## config.mk

```make
export PLATFORM = sky130hd
export DESIGN_NAME = glyph_bitmap_to_rgb565_stream
export DESIGN_NICKNAME = d
export VERILOG_FILES = /design/src/design/gbr_pkg.sv /design/src/design/gbr_ctrl.sv /design/src/design/gbr_dp.sv /design/src/design/glyph_bitmap_to_rgb565_stream.sv
export SDC_FILE = /design/constraint.sdc
export NUM_CORES = 1
export LEC_CHECK = 0
export ABC_AREA = 1
export BUFFER_PORTS_ARGS = -buffer_cell sky130_fd_sc_hd__buf_2
export CAP_MARGIN = 15
export CELL_PAD_IN_SITES_DETAIL_PLACEMENT = 0
export CELL_PAD_IN_SITES_GLOBAL_PLACEMENT = 2
export CORE_UTILIZATION = 37
export CTS_CLUSTER_SIZE = 8
export DETAILED_ROUTE_END_ITERATION = 7
export GPL_TIMING_DRIVEN = 0
export PLACE_DENSITY_LB_ADDON = 0.2
export SLEW_MARGIN = 20
export SYNTH_ARGS = -nofsm -noshare
export SYNTH_HDL_FRONTEND = slang
export SYNTH_HIERARCHICAL = 1
export SYNTH_SLANG_ARGS = --single-unit
```

## constraint.sdc

```tcl
create_clock -name clk_i -period 3.46 [get_ports clk_i]
set_clock_uncertainty 0.1 [all_clocks]
set_input_delay 0.173 -clock clk_i [delete_from_list [all_inputs] [get_ports clk_i]]
set_output_delay 0.173 -clock clk_i [all_outputs]
set_load 0.05 [all_outputs]
```

## src/design/gbr_pkg.sv

```systemverilog
`timescale 1ns / 1ps

package gbr_pkg;

  // Screen geometry and glyph size limit.
  localparam int unsigned ScreenWidth  = 240;
  localparam int unsigned ScreenHeight = 320;
  localparam int unsigned MaxGlyphSize = 64;

  // Display controller command bytes.
  localparam logic [7:0] CMD_COL_WINDOW = 8'h2A;
  localparam logic [7:0] CMD_ROW_WINDOW = 8'h2B;
  localparam logic [7:0] CMD_MEM_WRITE  = 8'h2C;

  // Input operation codes.
  localparam logic OP_START  = 1'b0;
  localparam logic OP_BITMAP = 1'b1;

  // Configuration register indexes.
  localparam int unsigned CfgIdxW = 3;
  localparam logic [CfgIdxW-1:0] CFG_FG_COLOR     = 3'd0;
  localparam logic [CfgIdxW-1:0] CFG_BG_COLOR     = 3'd1;
  localparam logic [CfgIdxW-1:0] CFG_GLYPH_WIDTH  = 3'd2;
  localparam logic [CfgIdxW-1:0] CFG_GLYPH_HEIGHT = 3'd3;

  // Positions of the beats within the window header.
  localparam logic [3:0] HB_COL_CMD = 4'd0;
  localparam logic [3:0] HB_X1_HI   = 4'd1;
  localparam logic [3:0] HB_X1_LO   = 4'd2;
  localparam logic [3:0] HB_X2_HI   = 4'd3;
  localparam logic [3:0] HB_X2_LO   = 4'd4;
  localparam logic [3:0] HB_ROW_CMD = 4'd5;
  localparam logic [3:0] HB_Y1_HI   = 4'd6;
  localparam logic [3:0] HB_Y1_LO   = 4'd7;
  localparam logic [3:0] HB_Y2_HI   = 4'd8;
  localparam logic [3:0] HB_Y2_LO   = 4'd9;
  localparam logic [3:0] HB_MEM_CMD = 4'd10;

  // Controller to datapath.
  typedef struct packed {
    logic       accept;  // input beat taken this cycle
    logic       load;    // load the output register
    logic       hdr;     // header beat rather than pixel beat
    logic [3:0] beat;    // beat number within the item
    logic       last;    // final beat of the item
  } gbr_cmd_t;

  // Datapath to controller.
  typedef struct packed {
    logic       op;        // operation of the offered input beat
    logic       start_ok;  // offered start fits the screen
    logic       pix_go;    // offered bitmap byte yields pixels
    logic [3:0] used;      // captured pixel count of the current byte
    logic       out_free;  // output register can take a beat
  } gbr_sts_t;

endpackage

```

## src/design/gbr_ctrl.sv

```systemverilog
`timescale 1ns / 1ps

module gbr_ctrl (
  input  logic            clk_i,
  input  logic            rst_ni,
  input  logic            in_valid_i,
  output logic            in_stall_o,
  input  gbr_pkg::gbr_sts_t sts_i,
  output gbr_pkg::gbr_cmd_t cmd_o
);
  import gbr_pkg::*;

  localparam logic [1:0] ST_IDLE = 2'd0;
  localparam logic [1:0] ST_HDR  = 2'd1;
  localparam logic [1:0] ST_PIX  = 2'd2;

  logic [1:0] state_q, state_d;
  logic [3:0] beat_q, beat_d;
  logic       accept;
  logic [3:0] last_beat;
  logic [4:0] pix_beats;

  assign in_stall_o = (state_q != ST_IDLE);
  assign accept     = in_valid_i && !in_stall_o;
  assign pix_beats  = {sts_i.used, 1'b0} - 5'd1;
  assign last_beat  = (state_q == ST_HDR) ? HB_MEM_CMD : pix_beats[3:0];

  always_comb begin
    state_d = state_q;
    beat_d  = beat_q;
    cmd_o.accept = accept;
    cmd_o.load   = 1'b0;
    cmd_o.hdr    = (state_q == ST_HDR);
    cmd_o.beat   = beat_q;
    cmd_o.last   = (beat_q == last_beat);
    unique case (state_q) inside
      ST_IDLE: begin
        beat_d = 4'd0;
        if (accept) begin
          if (sts_i.op == OP_START && sts_i.start_ok) begin
            state_d = ST_HDR;
          end else if (sts_i.op == OP_BITMAP && sts_i.pix_go) begin
            state_d = ST_PIX;
          end
        end
      end
      ST_HDR, ST_PIX: begin
        if (sts_i.out_free) begin
          cmd_o.load = 1'b1;
          if (beat_q == last_beat) begin
            state_d = ST_IDLE;
            beat_d  = 4'd0;
          end else begin
            beat_d = beat_q + 4'd1;
          end
        end
      end
      default: begin
        state_d = ST_IDLE;
      end
    endcase
  end

  always_ff @(posedge clk_i or negedge rst_ni) begin
    if (!rst_ni) begin
      state_q <= ST_IDLE;
      beat_q  <= 4'd0;
    end else begin
      state_q <= state_d;
      beat_q  <= beat_d;
    end
  end

endmodule

```

## src/design/gbr_dp.sv

```systemverilog
`timescale 1ns / 1ps

module gbr_dp (
  input  logic                        clk_i,
  input  logic                        rst_ni,
  input  logic                        cfg_valid_i,
  output logic                        cfg_ready_o,
  input  logic [gbr_pkg::CfgIdxW-1:0] cfg_index_i,
  input  logic [15:0]                 cfg_data_i,
  input  logic                        operation_i,
  input  logic [9:0]                  pos_x_i,
  input  logic [9:0]                  pos_y_i,
  input  logic [7:0]                  bitmap_byte_i,
  output logic                        out_valid_o,
  input  logic                        out_stall_i,
  output logic [7:0]                  link_byte_o,
  output logic                        is_command_o,
  output logic                        glyph_end_o,
  output logic                        last_o,
  input  gbr_pkg::gbr_cmd_t           cmd_i,
  output gbr_pkg::gbr_sts_t           sts_o
);
  import gbr_pkg::*;

  // Configuration registers.
  logic [15:0] fg_q, bg_q;
  logic [6:0]  width_q, height_q;

  // Glyph progress.
  logic       open_q, open_d;
  logic [5:0] row_q, row_d;
  logic [2:0] col_byte_q, col_byte_d;

  // Captured item.
  logic [9:0]  x1_q, y1_q;
  logic [10:0] x2_q, y2_q;
  logic [7:0]  bits_q;
  logic [3:0]  used_q;
  logic        done_q;

  // Output register.
  logic       out_valid_q;
  logic [7:0] byte_q;
  logic       cmd_flag_q, end_q, last_q;

  logic        w_ok, h_ok, start_ok;
  logic [10:0] x2, y2;
  logic [5:0]  start_bit;
  logic [6:0]  remain;
  logic [3:0]  used;
  logic [7:0]  wsum;
  logic [3:0]  row_bytes;
  logic        row_done, glyph_done;
  logic [2:0]  pix_idx;
  logic [15:0] colour;
  logic [7:0]  byte_d;
  logic        cmd_flag_d;

  assign cfg_ready_o = 1'b1;

  always_ff @(posedge clk_i or negedge rst_ni) begin
    if (!rst_ni) begin
      fg_q     <= 16'hFFFF;
      bg_q     <= 16'h0000;
      width_q  <= 7'd8;
      height_q <= 7'd16;
    end else if (cfg_valid_i) begin
      unique case (cfg_index_i)
        CFG_FG_COLOR:     fg_q     <= cfg_data_i;
        CFG_BG_COLOR:     bg_q     <= cfg_data_i;
        CFG_GLYPH_WIDTH:  width_q  <= cfg_data_i[6:0];
        CFG_GLYPH_HEIGHT: height_q <= cfg_data_i[6:0];
        default: ;
      endcase
    end
  end

  // Start check: size in range and the window inside the screen.
  assign w_ok = (width_q != 7'd0) && (width_q <= 7'(MaxGlyphSize));
  assign h_ok = (height_q != 7'd0) && (height_q <= 7'(MaxGlyphSize));
  assign x2   = {1'b0, pos_x_i} + {4'd0, width_q} - 11'd1;
  assign y2   = {1'b0, pos_y_i} + {4'd0, height_q} - 11'd1;
  assign start_ok = w_ok && h_ok && (x2 < 11'(ScreenWidth)) && (y2 < 11'(ScreenHeight));

  // Pixels used from the current byte, and where the row and glyph end.
  assign start_bit = {col_byte_q, 3'b000};
  assign remain    = width_q - {1'b0, start_bit};
  always_comb begin
    if ({1'b0, start_bit} < width_q) begin
      used = (remain > 7'd8) ? 4'd8 : remain[3:0];
    end else begin
      used = 4'd0;
    end
  end
  assign wsum       = {1'b0, width_q} + 8'd7;
  assign row_bytes  = wsum[6:3];
  assign row_done   = ({1'b0, col_byte_q} + 4'd1) >= row_bytes;
  assign glyph_done = row_done && (({1'b0, row_q} + 7'd1) >= height_q);

  always_comb begin
    open_d     = open_q;
    row_d      = row_q;
    col_byte_d = col_byte_q;
    if (operation_i == OP_START) begin
      open_d     = start_ok;
      row_d      = 6'd0;
      col_byte_d = 3'd0;
    end else if (open_q) begin
      if (!w_ok || !h_ok || glyph_done) begin
        open_d     = 1'b0;
        row_d      = 6'd0;
        col_byte_d = 3'd0;
      end else if (row_done) begin
        row_d      = row_q + 6'd1;
        col_byte_d = 3'd0;
      end else begin
        col_byte_d = col_byte_q + 3'd1;
      end
    end
  end

  always_ff @(posedge clk_i or negedge rst_ni) begin
    if (!rst_ni) begin
      open_q     <= 1'b0;
      row_q      <= 6'd0;
      col_byte_q <= 3'd0;
    end else if (cmd_i.accept) begin
      open_q     <= open_d;
      row_q      <= row_d;
      col_byte_q <= col_byte_d;
    end
  end

  always_ff @(posedge clk_i) begin
    if (cmd_i.accept) begin
      x1_q   <= pos_x_i;
      y1_q   <= pos_y_i;
      x2_q   <= x2;
      y2_q   <= y2;
      bits_q <= bitmap_byte_i;
      used_q <= used;
      done_q <= glyph_done;
    end
  end

  // Beat formation.
  assign pix_idx = cmd_i.beat[3:1];
  assign colour  = bits_q[3'd7 - pix_idx] ? fg_q : bg_q;

  always_comb begin
    byte_d     = 8'h00;
    cmd_flag_d = 1'b0;
    if (cmd_i.hdr) begin
      unique case (cmd_i.beat)
        HB_COL_CMD: begin
          byte_d     = CMD_COL_WINDOW;
          cmd_flag_d = 1'b1;
        end
        HB_X1_HI:   byte_d = {6'd0, x1_q[9:8]};
        HB_X1_LO:   byte_d = x1_q[7:0];
        HB_X2_HI:   byte_d = {5'd0, x2_q[10:8]};
        HB_X2_LO:   byte_d = x2_q[7:0];
        HB_ROW_CMD: begin
          byte_d     = CMD_ROW_WINDOW;
          cmd_flag_d = 1'b1;
        end
        HB_Y1_HI:   byte_d = {6'd0, y1_q[9:8]};
        HB_Y1_LO:   byte_d = y1_q[7:0];
        HB_Y2_HI:   byte_d = {5'd0, y2_q[10:8]};
        HB_Y2_LO:   byte_d = y2_q[7:0];
        HB_MEM_CMD: begin
          byte_d     = CMD_MEM_WRITE;
          cmd_flag_d = 1'b1;
        end
        default: byte_d = 8'h00;
      endcase
    end else begin
      byte_d = cmd_i.beat[0] ? colour[7:0] : colour[15:8];
    end
  end

  always_ff @(posedge clk_i or negedge rst_ni) begin
    if (!rst_ni) begin
      out_valid_q <= 1'b0;
    end else if (cmd_i.load) begin
      out_valid_q <= 1'b1;
    end else if (!out_stall_i) begin
      out_valid_q <= 1'b0;
    end
  end

  always_ff @(posedge clk_i) begin
    if (cmd_i.load) begin
      byte_q     <= byte_d;
      cmd_flag_q <= cmd_flag_d;
      end_q      <= !cmd_i.hdr && done_q && cmd_i.last;
      last_q     <= cmd_i.last;
    end
  end

  assign out_valid_o  = out_valid_q;
  assign link_byte_o  = byte_q;
  assign is_command_o = cmd_flag_q;
  assign glyph_end_o  = end_q;
  assign last_o       = last_q;

  assign sts_o.op       = operation_i;
  assign sts_o.start_ok = start_ok;
  assign sts_o.pix_go   = open_q && w_ok && h_ok && (used != 4'd0);
  assign sts_o.used     = used_q;
  assign sts_o.out_free = !out_valid_q || !out_stall_i;

endmodule

```

## src/design/glyph_bitmap_to_rgb565_stream.sv

```systemverilog
`timescale 1ns / 1ps

// Channel | Handshake               | Payload
// --------+-------------------------+-------------------------------------------
// in      | in_valid_i, in_stall_o  | operation_i, pos_x_i, pos_y_i,
//         |                         | bitmap_byte_i
// out     | out_valid_o,out_stall_i | link_byte_o, is_command_o, glyph_end_o,
//         |                         | last_o
// cfg     | cfg_valid_i, cfg_ready_o| cfg_index_i, cfg_data_i
//
// A start beat that fits the screen expands to 11 header bytes, a bitmap beat
// to two bytes per pixel used. The input stalls until the last byte is in
// the single output register, which sends one byte per cycle unless
// stalled. Reset is asynchronous and active low: it restores the register
// defaults and closes any open glyph. A stall on the output holds the
// expansion; the next input beat is taken while the final byte still waits.

module glyph_bitmap_to_rgb565_stream (
  input  logic                        clk_i,
  input  logic                        rst_ni,
  input  logic                        in_valid_i,
  output logic                        in_stall_o,
  input  logic                        operation_i,
  input  logic [9:0]                  pos_x_i,
  input  logic [9:0]                  pos_y_i,
  input  logic [7:0]                  bitmap_byte_i,
  output logic                        out_valid_o,
  input  logic                        out_stall_i,
  output logic [7:0]                  link_byte_o,
  output logic                        is_command_o,
  output logic                        glyph_end_o,
  output logic                        last_o,
  input  logic                        cfg_valid_i,
  output logic                        cfg_ready_o,
  input  logic [gbr_pkg::CfgIdxW-1:0] cfg_index_i,
  input  logic [15:0]                 cfg_data_i
);
  import gbr_pkg::*;

  // Commands from the sequencer and status back from the datapath.
  gbr_cmd_t cmd;
  gbr_sts_t sts;

  // The sequencer walks the header or the pixel beats of one item.
  gbr_ctrl u_ctrl (
    .clk_i      (clk_i),
    .rst_ni     (rst_ni),
    .in_valid_i (in_valid_i),
    .in_stall_o (in_stall_o),
    .sts_i      (sts),
    .cmd_o      (cmd)
  );

  // The datapath holds the registers, glyph progress and the output stage.
  gbr_dp u_dp (
    .clk_i         (clk_i),
    .rst_ni        (rst_ni),
    .cfg_valid_i   (cfg_valid_i),
    .cfg_ready_o   (cfg_ready_o),
    .cfg_index_i   (cfg_index_i),
    .cfg_data_i    (cfg_data_i),
    .operation_i   (operation_i),
    .pos_x_i       (pos_x_i),
    .pos_y_i       (pos_y_i),
    .bitmap_byte_i (bitmap_byte_i),
    .out_valid_o   (out_valid_o),
    .out_stall_i   (out_stall_i),
    .link_byte_o   (link_byte_o),
    .is_command_o  (is_command_o),
    .glyph_end_o   (glyph_end_o),
    .last_o        (last_o),
    .cmd_i         (cmd),
    .sts_o         (sts)
  );

endmodule

```

==> Word level (Yosys, flattened, before mapping) <==
Cells that the tools add are included.
Widths: inputs -> output; s select.
{ "word_totals": {"ff_bits": 128, "latchBits": 0, "ramBits": 0, "rom_bits": 0, "out_inout_bits": 14, "elab_cells": 142, "memories": 0} }
{ "classes": {"addsub": 13, "mul": 0, "div": 0, "order_cmp": 9, "n_eq_ne": 23, "shift": 0, "mux": 34, "n_bitwise": 1, "n_reduce_logical": 41} }
{ "ops": {"columns": ["operator", "n"], "rows": [
  ["$pmux 8 s11", 1],
  ["$mux 6", 4],
  ["$add 10x7->11", 2],
  ["$sub 11x1->11 const B", 2],
  ["$mux 4", 5],
  ["$eq 4x3->1 const B", 4],
  ["$mux 16", 1],
  ["$mux 8", 2],
  ["$le 7x7->1 const B", 2],
  ["$logic_and 1x1->1", 14],
  ["$reduce_bool 7->1", 2],
  ["$eq 4x4->1 const B", 3],
  ["$mux 3", 4],
  ["$reduce_and 2->1", 6],
  ["$lt 11x8->1 const B", 1],
  ["$lt 11x9->1 const B", 1],
  ["$mux 2", 5],
  ["$mux 1", 9],
  ["$eq 4x2->1 const B", 2],
  ["$ne 2x1->1 const B", 4],
  ["$pmux 4 s2", 1],
  ["$add 6x1->7 const B", 1],
  ["$add 7x3->7 const B", 1],
  ["$ge 7x7->1", 1],
  ["34 further kinds", 43]
]} }

==> Longest topological paths before layout <==
Gate-level depths: netlist (run 1).
{ "depth": {"depth_word": 11, "depth_mapped": 25} }

==> Hierarchy <==
The synthesis (run 1) kept the hierarchy.
{ "modules_own_cells": {"columns": ["mod", "instances", "cells_per_inst", "area_per_inst_um2", "seq_area_each_um2"], "rows": [
  ["gbr_dp", 1, 842, 7108.1, 3430.8],
  ["gbr_ctrl", 1, 76, 516.7, 150.1]
]} }

==> Least setup slack after synthesis (run 1) <==
Ideal clock, no wire load.
{ "synth_path": {"kind": "register -> register", "startpoint": "register u_dp.width_q[1]", "endpoint": "register u_ctrl.state_q[1]", "setup_time_ns": 0.116, "t_arrival_ns": 2.601, "setup_slack_ns": 0.642, "path_stages_with_launch": 25, "path_buffers": 1, "period_less_slack_ns": 2.818, "path_cell_list": "dfrtp_1 -> inv_1 -> ha_1 -> inv_1 -> ha_1 -> inv_1 -> fa_1 -> inv_1 -> nand3_1 -> nand2_1 -> nand2_1 -> nand2_1 -> nand2_1 -> nand2_1 -> nor2_1 -> nand2_1 -> nor2_1 -> and3_1 -> buf_4 -> a21oi_1 -> nand2_1 -> o211ai_1 -> inv_1 -> nand3_1 -> nand2_1"} }
{ "synth_between": {"elab_chain_cells": 9} }
{ "synth_rtl": {"columns": ["item", "line", "source"], "rows": [
  ["from (decl)", "gbr_dp.sv:27", "logic [6:0] width_q, height_q;"],
  ["from (signal assigned)", "gbr_dp.sv:71", "CFG_GLYPH_WIDTH: width_q <= cfg_data_i[6:0];"],
  ["$add 10x7->11 *", "gbr_dp.sv:81", "assign x2 = {1'b0, pos_x_i} + {4'd0, width_q} - 11'd1;"],
  ["$sub 11x1->11 *", "gbr_dp.sv:81", null],
  ["via u_dp.x2[9]", "gbr_dp.sv:47", "logic [10:0] x2, y2;"],
  ["$lt 11x8->1 *", "gbr_dp.sv:83", "assign start_ok = w_ok && h_ok && (x2 < 11'(ScreenWidth)) && (y2 < 11'(ScreenHeight));"],
  ["$logic_and 1x1->1 * (2 in a row)", "gbr_dp.sv:83", null],
  ["via u_dp.start_ok", "gbr_dp.sv:46", "logic w_ok, h_ok, start_ok;"],
  ["$logic_and 1x1->1 *", "gbr_ctrl.sv:40", "if (sts_i.op == OP_START && sts_i.start_ok) begin"],
  ["$mux 2", "gbr_ctrl.sv:40", null],
  ["$mux 2", "gbr_ctrl.sv:39", "if (accept) begin"],
  ["$pmux 2 s2", "gbr_ctrl.sv:36", "unique case (state_q) inside"],
  ["to (signal assigned)", "gbr_ctrl.sv:69", "state_q <= state_d;"],
  ["to (decl)", "gbr_ctrl.sv:17", "logic [1:0] state_q, state_d;"]
]} }
The timed path passes the listed nets; every way through them passes the cells marked *. The select of a mux whose other input is x is not followed.
A chain may end at the register's enable or synchronous reset.

==> Final worst setup path (run 1) <==
{ "layout_path": {"startpoint": "register u_dp.height_q[1]", "endpoint": "register u_ctrl.state_q[1]"} }
{ "layout_lines": {"columns": ["item", "line", "source"], "rows": [
  ["from (decl)", "gbr_dp.sv:27", null],
  ["from (signal assigned)", "gbr_dp.sv:72", "CFG_GLYPH_HEIGHT: height_q <= cfg_data_i[6:0];"],
  ["$add 10x7->11 *", "gbr_dp.sv:82", "assign y2 = {1'b0, pos_y_i} + {4'd0, height_q} - 11'd1;"],
  ["$sub 11x1->11 *", "gbr_dp.sv:82", null],
  ["via u_dp.y2[9]", "gbr_dp.sv:47", null],
  ["$lt 11x9->1 *", "gbr_dp.sv:83", null],
  ["$logic_and 1x1->1 *", "gbr_dp.sv:83", null],
  ["via u_dp.start_ok", "gbr_dp.sv:46", null],
  ["$logic_and 1x1->1 *", "gbr_ctrl.sv:40", null],
  ["$mux 2", "gbr_ctrl.sv:40", null],
  ["$mux 2", "gbr_ctrl.sv:39", null],
  ["$pmux 2 s2", "gbr_ctrl.sv:36", null]
]} }
Marks and branches as above.

==> results of run 1 <==
-- power by group through the flow --
stage,clock [mW],sequential (mW),combinational [mW]
2_1_floorplan,0,2.52,1.67
3_3_place_gp,0,2.34,2.58
3_5_place_dp,0,2.34,2.59
4_1_cts,1.67,2.32,2.63
5_1_grt,1.75,2.36,2.98
6_report,1.63,2.32,2.62
-- repair_timing --
item                                   CTS  global route
endpoints found under the hold margin  101             0
hold buffers                            41             0
setup endpoints to repair                0             2
resized for setup                        0            12
setup buffers                            0             1
-- through the flow --
stage	cells	hold WS [ps]	setup WS [ps]	total power, mW	cell area [um^2]
after global routing	1325	19.1	10.3	7.09	9270
after floorplan	916	-223	642	4.18	7590
after detailed placement	1252	24.5	140	4.93	8280
after global placement	1251	254	144	4.92	8250
final	1325	19.3	314	6.57	9270
after CTS	1325	2.98	110	6.63	9230
-- path summary, 6_finish.rpt --
kind	cells after the start	end
setup / recovery	19	u_ctrl/state_q[1]
hold / removal	3	u_dp/bg_q[0]
setup reg to reg	19	u_ctrl/state_q[1]
hold reg to reg	2	u_ctrl/state_q[1]
max in group asynchronous	3	u_dp/width_q[3]
min in group asynchronous	2	u_dp/bg_q[7]
-- registers in the layout, summed over array words and instances, names as in the netlist, 2 cells and up --
name	count
u_dp/fg_q	16
u_dp/col_byte_q	3
u_dp/bg_q	16
u_dp/y1_q	10
u_dp/x2_q	11
u_dp/y2_q	11
u_dp/x1_q	10
u_dp/used_q	3
u_dp/height_q	7
u_ctrl/state_q	2
u_dp/link_byte_o	8
u_dp/bits_q	8
u_ctrl/beat_q	4
u_dp/row_q	6
u_dp/width_q	7
-- critical path: stages (launching register included) --
cell and delay (ps):
dfrtp_1 380, inv_1 120, ha_1 290, inv_1 40, ha_1 280, fa_2 400
nand2_1 90, nand2_1 80, nand2_1 130, nand3_1 90, nand2_1 120, a21oi_2 60
and3_1 180, buf_4 140, a21oi_2 160, nand2_1 70, o211ai_1 80, inv_1 100
nand3_1 90, nand2_1 50
-- layout make-up --
cell class | instances | area share
buffer | 19 | 0.0122
multi-input combinational | 579 | 0.350
timing repair buffer | 107 | 0.0821
inverter | 190 | 0.0772
clock buffer | 18 | 0.0486
tap | 270 | 0.0365
sequential | 128 | 0.383
clock inverter | 14 | 0.00986
-- metal layers --
layer | part of all wire | GRT usage | vias to the layer above
met2 | 0.45 | 0.316 | 89
met3 | 0.030 | 0.0387 | 10
met1 | 0.51 | 0.273 | 2816
li1 | - | - | 3207
met5 | 0 | 0 | -
met4 | 0.0068 | 0.0458 | 0
-- cell usage in the layout (no fill, tap or decap), types with 5 or more instances in the layout --
cell type        n
buf_4            6
clkinv_4         6
nand4_1         22
xor2_1          13
clkbuf_1         9
o21ai_0         58
inv_1          173
a21oi_2          6
dfstp_2         18
dlygate4sd3_1   41
o21ai_1         27
edfxtp_1        65
a21oi_1         26
nand3_1         52
nand2_1        220
buf_2           65
o211ai_1         5
nor2_2           6
inv_2           15
clkbuf_16       18
ha_1            51
dfrtp_1         44
clkinv_1         5
nor2_1          49
nand2_2          7
==> flow_summary.json, run 1 <==
{
  "status": "complete, but fails checks",
  "violations": "DRC",
  "post-route-min-period_ps": 3150,
  "num_vias": 6122,
  "htree_num_levels": 4,
  "cts.clk_slew.worst_paths_ps": 60,
  "diodes": 0,
  "syn_inst": 916,
  "grt.overflow.total": 0,
  "gp_congestion": 0.794,
  "ioPinCount": 67,
  "fmax_mhz": 318,
  "grt_pass1_wl_um": 31700,
  "startpoint": "u_dp/height_q[1]",
  "cp_data_arrival_time_ps": 3360,
  "worstSetupStartpointType": "flip-flop",
  "power_frac_clock": 0.248,
  "initial_core_util": 0.376,
  "p_leak_nw": 4.61,
  "cts_buffers": 17,
  "setup_viol": 0,
  "finalWirelength_um": 19700,
  "ant_nets": 0,
  "p_per_area_mw_per_mm2": 709,
  "synth_nets": 1024,
  "worstHoldStart": "cfg_data_i[0]",
  "multiInputGateArea_mm2": 0.00324,
  "via_per_inst": 4.62,
  "ir_worst_vdd_mv": 0.308,
  "p_int_mw": 3.90,
  "hpwl_um": 15200,
  "grtUsageTotal": 0.197,
  "antenna_found_initial": 0,
  "core.rowCount": 52,
  "setup.worst_path.class": "flip-flop to flip-flop",
  "worst_pin_slew_ps": 728,
  "wl_per_cell_um": 14.9,
  "synth-warning-count": 6,
  "hp-class": "input port to flip-flop",
  "seq_power_share": 0.353,
  "numPortBuffers": 65,
  "numClockSinks": 128,
  "drv_cap": 0,
  "swShare": 0.406,
  "drive_gt1_frac": 0.157,
  "seq_area_mm2": 0.00355,
  "worstSetupEndpointType": "flip-flop",
  "p_comb_frac": 0.399,
  "cts_tree": "done",
  "syn_avg_cell_area_um2": 8.29,
  "final_core_util": 0.459,
  "die_w_um": 145,
  "drtPass1Iterations": 7,
  "hold_viol": 0,
  "coreArea_mm2": 0.0202,
  "fin_crit_sh": 0.909,
  "first_iter_violations": 319,
  "fill_cells": 2069,
  "dieArea_mm2": 0.0211,
  "grt_max_degree": 58,
  "r2r_slack_ps": 310,
  "relSlewSlack": 0.515,
  "power_switching_mw": 2.67,
  "cp.required_ps": 3670,
  "nets": 1150,
  "rsz0062_at_grt": "no",
  "synth.cell_area_mm2": 0.00759,
  "worstSkewPairLatency_ps": 410,
  "clock_path_buffers": 2,
  "drv_slew": 0,
  "critPathMaxFanout": 4,
  "grt_pass1_vias": 5866,
  "drcViolationCount": 1,
  "cts-root-buf": "clkbuf_16",
  "dieHeight_um": 145,
  "fin_tns_setup_ps": 0,
  "area_growth_pct": 22.1,
  "r2r-start": "u_dp/height_q[1]"
}
Power figures use the tool's default switching activity.
==> run 2, diff against run 1 <==
--- a/config.mk
+++ b/config.mk
@@ -14,7 +14,7 @@
 export CTS_CLUSTER_SIZE = 8
 export DETAILED_ROUTE_END_ITERATION = 7
 export GPL_TIMING_DRIVEN = 0
-export PLACE_DENSITY_LB_ADDON = 0.2
+export PLACE_DENSITY_LB_ADDON = 0.1
 export SLEW_MARGIN = 20
 export SYNTH_ARGS = -nofsm -noshare
 export SYNTH_HDL_FRONTEND = slang
==> run 2 against run 1 <==
The flow now finishes without violations. Die area stayed put. Largest cell class unchanged. Register-to-register slack worse by 30 ps. Cell area is 0.59% higher. Global-route usage is 0.83 points higher. Cell count is 0.15% higher. Setup slack worse by 46 ps. Wire length is 3.1% higher. Sequential share of layout area is 0.23 points lower. Flip-flop and latch count stayed put. Via count is 0.93% higher. Critical path depth is 7 higher. Worst hold slack worse by 17 ps.
==> flow_summary.json, run 2 (synthesis results as in run 1) <==
{
  "ir_worst_vdd_mv": 0.315,
  "grt_max_degree": 58,
  "dp_cells": 1252,
  "power_switching_mw": 2.69,
  "holdWs_ps": 2.75,
  "rsz0062_at_grt": "no",
  "p_per_area_mw_per_mm2": 717,
  "post-route-min-period_ps": 3190,
  "place_area_mm2": 0.00828,
  "numPortBuffers": 65,
  "p_total_mw": 6.68,
  "p_leak_nw": 4.64,
  "final_core_util": 0.462,
  "setup_slack_ps": 268,
  "worstSetupStartpointType": "input port",
  "p_int_mw": 3.99,
  "final_common_cell": "nand2_1",
  "wl_per_cell_um": 15.3,
  "dp_slack_ps": 106,
  "dieArea_mm2": 0.0211,
  "use_met2": 0.325,
  "busiest_layer": "met2",
  "grt.overflow.total": 0,
  "num_vias": 6179,
  "grt.met3_usage": 0.0336,
  "relSlewSlack": 0.506,
  "p_comb_frac": 0.396,
  "hp-class": "input port to flip-flop",
  "ant_nets": 0,
  "worstSkewPairLatency_ps": 420,
  "via_per_inst": 4.66,
  "numClockSinks": 128,
  "first_iter_violations": 344,
  "critPathMaxFanout": 3,
  "hold_viol": 0,
  "worstSetupEndpointType": "flip-flop",
  "cts_buffers": 17,
  "gp_congestion": 0.781,
  "coreArea_mm2": 0.0202,
  "clock_path_buffers": 2,
  "ioPinCount": 67,
  "fmax_mhz": 313,
  "worst_pin_slew_ps": 741,
  "cp.required_ps": 3670,
  "setup_viol": 0,
  "seq_power_share": 0.347,
  "core.rowCount": 52,
  "grt_pass1_wl_um": 33100,
  "final_cell_mix": "nand2_1 (219), inv_1 (173), buf_2 (66)",
  "setup.worst_path.class": "input port to flip-flop",
  "die_w_um": 145,
  "cts.clk_slew.worst_paths_ps": 60,
  "instances_no_fill": 1327,
  "drive_gt1_frac": 0.167,
  "finalWirelength_um": 20300,
  "diodes": 0,
  "cp_data_arrival_time_ps": 3400,
  "hpwl_um": 15400,
  "grtUsageMet1": 0.287,
  "antenna_found_initial": 0,
  "drtPass1Iterations": 5,
  "swShare": 0.403,
  "grt_pass1_vias": 6052,
  "drv_slew": 0,
  "power_frac_clock": 0.257,
  "reg_top3": "u_dp/bg_q x16, u_dp/fg_q x16",
  "status": "completed",
  "fin_tns_setup_ps": 0,
  "drcViolationCount": 0,
  "initial_core_util": 0.376,
  "fin_crit_sh": 0.922,
  "stdcell_area_mm2": 0.00932,
  "grtUsageTotal": 0.205,
  "cts-root-buf": "clkbuf_16",
  "drv_cap": 0,
  "nets": 1152,
  "area_growth_pct": 22.8,
  "cts_tree": "done",
  "htree_num_levels": 4,
  "dieHeight_um": 145
}
-- run 2: cell types whose count changed in the layout (fill, tap and decap cells not counted), sizes merged --
cell / delta
clkinv: -9
clkbuf: +4
inv: +4
buf: +2
clkinvlp: +1
-- run 2: worst max-delay path, cell delays in order --
cell	delay, ps
dlygate4sd3_1	520
buf_2	140
inv_1	50
ha_1	280
inv_1	70
ha_2	190
inv_1	60
fa_2	400
inv_2	70
nand3_2	70
nand2_2	80
nand2_1	80
nand3_2	70
nand2_2	70
nor2_1	80
nand2_1	70
nor2_2	170
and3_1	170
buf_4	120
a21oi_2	60
nand2_1	50
o211ai_1	80
inv_1	110
nand2_2	70
nand2_1	50
nand2_1	40
-- run 2: repair_timing --
| action | in CTS | in global routing |
|---|---|---|
| hold buffers | 41 | 0 |
| resized for setup | 0 | 15 |
| setup endpoints to repair | 0 | 2 |
| hold endpoints to repair | 105 | 0 |
| buffers inserted | 0 | 2 |
-- run 2: area by class of cell --
| type | count | area (um^2) |
|---|---|---|
| Sequential cell | 128 | 3550 |
| Clock inverter | 10 | 71.3 |
| Fill cell | 2054 | 10800 |
| Multi-Input combinational cell | 579 | 3250 |
| Clock buffer | 22 | 499 |
| Timing Repair Buffer | 109 | 781 |
| Tap cell | 270 | 338 |
| Inverter | 190 | 716 |
| Buffer | 19 | 113 |
-- run 2: per-layer routing --
layer,up-vias,routed length [um]
met5,-,0
met4,0,253
met3,18,682
met2,93,9170
met1,2844,10200
li1,3224,-
-- run 2: final timing paths --
kind,from,to,slack (ps),cells after the start
max in group asynchronous,rst_ni,u_dp/fg_q[13],2560,3
min in group asynchronous,rst_ni,u_ctrl/state_q[0],100,2
hold / removal,cfg_data_i[4],u_dp/width_q[4],3,3
hold reg to reg,u_dp/bg_q[0],u_dp/bg_q[0],380,2
setup reg to reg,u_dp/width_q[1],u_ctrl/state_q[1],280,24
setup / recovery,pos_x_i[1],u_ctrl/state_q[1],270,26
-- run 2: power by group through the flow --
stage / Clock, mW / Combinational [mW] / Sequential, mW
6_report: 1.72 / 2.64 / 2.32
5_1_grt: 1.83 / 3.00 / 2.37
4_1_cts: 1.77 / 2.65 / 2.32
3_5_place_dp: 0 / 2.60 / 2.34
3_3_place_gp: 0 / 2.60 / 2.34
2_1_floorplan: 0 / 1.67 / 2.52
==> run 3, diff against run 2 <==
--- a/config.mk
+++ b/config.mk
@@ -10,13 +10,14 @@
 export CAP_MARGIN = 15
 export CELL_PAD_IN_SITES_DETAIL_PLACEMENT = 0
 export CELL_PAD_IN_SITES_GLOBAL_PLACEMENT = 2
+export CORE_MARGIN = 2
 export CORE_UTILIZATION = 37
 export CTS_CLUSTER_SIZE = 8
 export DETAILED_ROUTE_END_ITERATION = 7
 export GPL_TIMING_DRIVEN = 0
 export PLACE_DENSITY_LB_ADDON = 0.1
+export RECOVER_POWER = 100
 export SLEW_MARGIN = 20
 export SYNTH_ARGS = -nofsm -noshare
 export SYNTH_HDL_FRONTEND = slang
-export SYNTH_HIERARCHICAL = 1
 export SYNTH_SLANG_ARGS = --single-unit
==> run 3 against run 2 <==
Setup slack improved by 2.8 ps. Area after synthesis down 2.1%. Cell area down 3.5%. Total power decreased by 5.3%. Via count down 2.2%. First-iteration DRC count is 17% lower.
==> flow_summary.json, run 3 <==
{
  "status": "completed",
  "worst_pin_slew_ps": 1160,
  "ioPinCount": 67,
  "grt_pass1_wl_um": 31800,
  "yosysSeqAreaShare": 0.478,
  "dieArea_mm2": 0.0212,
  "fin_tns_setup_ps": 0,
  "grt.overflow.total": 0,
  "synth_nets": 991,
  "hold_depth": 3,
  "worstSkewPairLatency_ps": 420,
  "numPortBuffers": 65,
  "fmax_mhz": 314,
  "initial_core_util": 0.379,
  "p_int_mw": 3.82,
  "finalWirelength_um": 19800,
  "coreArea_mm2": 0.0196,
  "first_iter_violations": 284,
  "synthFlopType": "edfxtp_1",
  "netlist_top_cells_area": "edfxtp_1 (26%), dfrtp_1 (15%), nand2_1 (10%), ha_1 (9.3%), inv_1 (8.9%)",
  "setup_slack_ps": 271,
  "synth_cell_type_count": 42,
  "post_cts_resized": 0,
  "yosysMostFrequentCell": "nand2_1",
  "area_growth_pct": 21.0,
  "cp.required_ps": 3670,
  "power_switching_mw": 2.51,
  "hp-class": "input port to flip-flop",
  "antenna_found_initial": 0,
  "swShare": 0.396,
  "path_cells": "inv_1, ha_1, inv_1, ha_1, fa_1, nand2_1, nand2_1, nand3_1, nand2_1, nand2_1, nand2_1, nor2_1, nand2_1, nor2_1, nand2_1, nand2_1, nand2_1, nand2_1, nand2_1",
  "grtUsageTotal": 0.193,
  "crit_top_cell": "nand2_1",
  "via_per_inst": 4.70,
  "synth-edff-count": 65,
  "drive_gt1_frac": 0.0881,
  "relSlewSlack": 0.227,
  "ant_nets": 0,
  "power_frac_clock": 0.250,
  "gp_congestion": 0.799,
  "seq_power_share": 0.369,
  "ir_worst_vdd_mv": 0.343,
  "htree_num_levels": 4,
  "r2r-end": "u_ctrl.state_q[0]",
  "p_comb_frac": 0.381,
  "critPathMaxFanout": 4,
  "worstSetupEndpointType": "flip-flop",
  "worstSetupStartpointType": "flip-flop",
  "synth_top_area_share": 0.263,
  "synth_seq_cells": 128,
  "cp_data_arrival_time_ps": 3400,
  "final_common_cell": "nand2_1",
  "hold_end": "u_dp.bg_q[2]",
  "dieHeight_um": 146,
  "drcViolationCount": 0,
  "num_vias": 6045,
  "synth-warning-count": 0,
  "drtPass1Iterations": 5,
  "fill_cells": 1995,
  "rsz0062_at_grt": "no",
  "p_per_area_mw_per_mm2": 704,
  "r2r_slack_ps": 270,
  "ys_top_cells_by_count": "nand2_1 (198), inv_1 (177), o21ai_0 (78), edfxtp_1 (65), nor2_1 (56)",
  "clock_path_buffers": 2,
  "post-cts-setup-buffer-count": 0,
  "numClockSinks": 128,
  "dp_slack_ps": 312,
  "drv_slew": 0,
  "worstHoldStart": "cfg_data_i[2]",
  "grt_pass1_vias": 6017,
  "worst_path_max_delay_cell": "dfrtp_1",
  "cts_tree": "done",
  "cts.clk_slew.worst_paths_ps": 60,
  "p_leak_nw": 4.42,
  "setup.worst_path.class": "flip-flop to flip-flop",
  "rr_worst_depth": 19,
  "cts_buffers": 17,
  "reg_top3": "u_dp.bg_q x16, u_dp.fg_q x16",
  "diodes": 0,
  "yosysTopAreaCell": "edfxtp_1",
  "drv_cap": 0,
  "syn_avg_cell_area_um2": 8.45,
  "grt_max_degree": 48,
  "hold_viol": 0,
  "r2r-start": "u_dp.width_q[1]",
  "post-route-min-period_ps": 3190,
  "syn_inst": 880,
  "cts-root-buf": "clkbuf_16",
  "synth.cell_area_mm2": 0.00743,
  "critical-path-max-stage-delay_ps": 420,
  "core.rowCount": 51,
  "hpwl_um": 15300,
  "async_flop_share": 0.492,
  "final_cell_mix": "nand2_1 (199), inv_1 (177), o21ai_0 (81)",
  "fin_crit_sh": 0.922,
  "die_w_um": 146,
  "wl_per_cell_um": 15.4,
  "postCtsHoldBufs": 43,
  "setup_viol": 0,
  "nets": 1120
}
-- run 3: worst max-delay path, delay by kind of cell (launching register included) --
family        cells  cell delay [ps]
buf+inv           2              160
fa+ha+maj         3              960
simple gates     14             1430
flops             1              420
-- run 3: final cells by class --
type,count,area (um^2),share of cell area
Sequential cell,128,3550,0.395
Clock inverter,7,38.8,0.00431
Multi-Input combinational cell,554,3100,0.345
Clock buffer,25,475,0.0529
Buffer,15,83.8,0.00932
Inverter,183,687,0.0764
Timing Repair Buffer,110,723,0.0804
Tap cell,265,332,0.0369
-- run 3: power by group through the flow --
stage / clock [mW] / combinational (mW) / sequential [mW]
final: 1.58 / 2.41 / 2.33
after global routing: 1.69 / 2.75 / 2.38
after CTS: 1.63 / 2.49 / 2.33
after detailed placement: 0 / 2.44 / 2.36
after global placement: 0 / 2.38 / 2.36
after floorplan: 0 / 1.58 / 2.48
-- run 3: through the flow --
step           instances   util  area [um^2]  total power, mW  hold slack [ps]
2_1_floorplan        880      -         7430             4.05             -223
3_3_place_gp        1210  0.413         8090             4.74              253
3_5_place_dp        1212  0.416         8140             4.80            -26.4
4_1_cts             1287  0.464         9080             6.45             3.84
5_1_grt             1287  0.459         8990             6.82             16.3
6_report            1287  0.459         8990             6.33             10.5
-- run 3: kinds of logic after synthesis --
family          count (synthesis)  share of synthesized area
compound gates                155                      0.116
xor+xnor                       19                     0.0224
fa+ha+maj                      58                      0.101
buf+inv                       198                      0.105
flops                         128                      0.478
other cells                     1                   0.000504
simple gates                  321                      0.178
-- run 3: how the worst max path moves through the flow --
stage                          startpoint                 to  slack, ps
after global routing      u_dp.width_q[1]  u_ctrl.state_q[0]          4
after detailed placement  u_dp.width_q[1]  u_ctrl.state_q[0]        310
final                     u_dp.width_q[1]  u_ctrl.state_q[0]        270
after CTS                 u_dp.width_q[1]  u_ctrl.state_q[0]        290
after global placement    u_dp.width_q[1]  u_ctrl.state_q[0]        350
after floorplan           u_dp.width_q[1]  u_ctrl.state_q[0]        980
-- run 3: routing by layer --
layer / global-route usage / vias up / wire (um)
li1: - / 3107 / -
met1: 0.269 / 2809 / 9750
met2: 0.306 / 106 / 9130
met3: 0.0398 / 23 / 650
met4: 0.0554 / 0 / 284
met5: 0 / - / 0
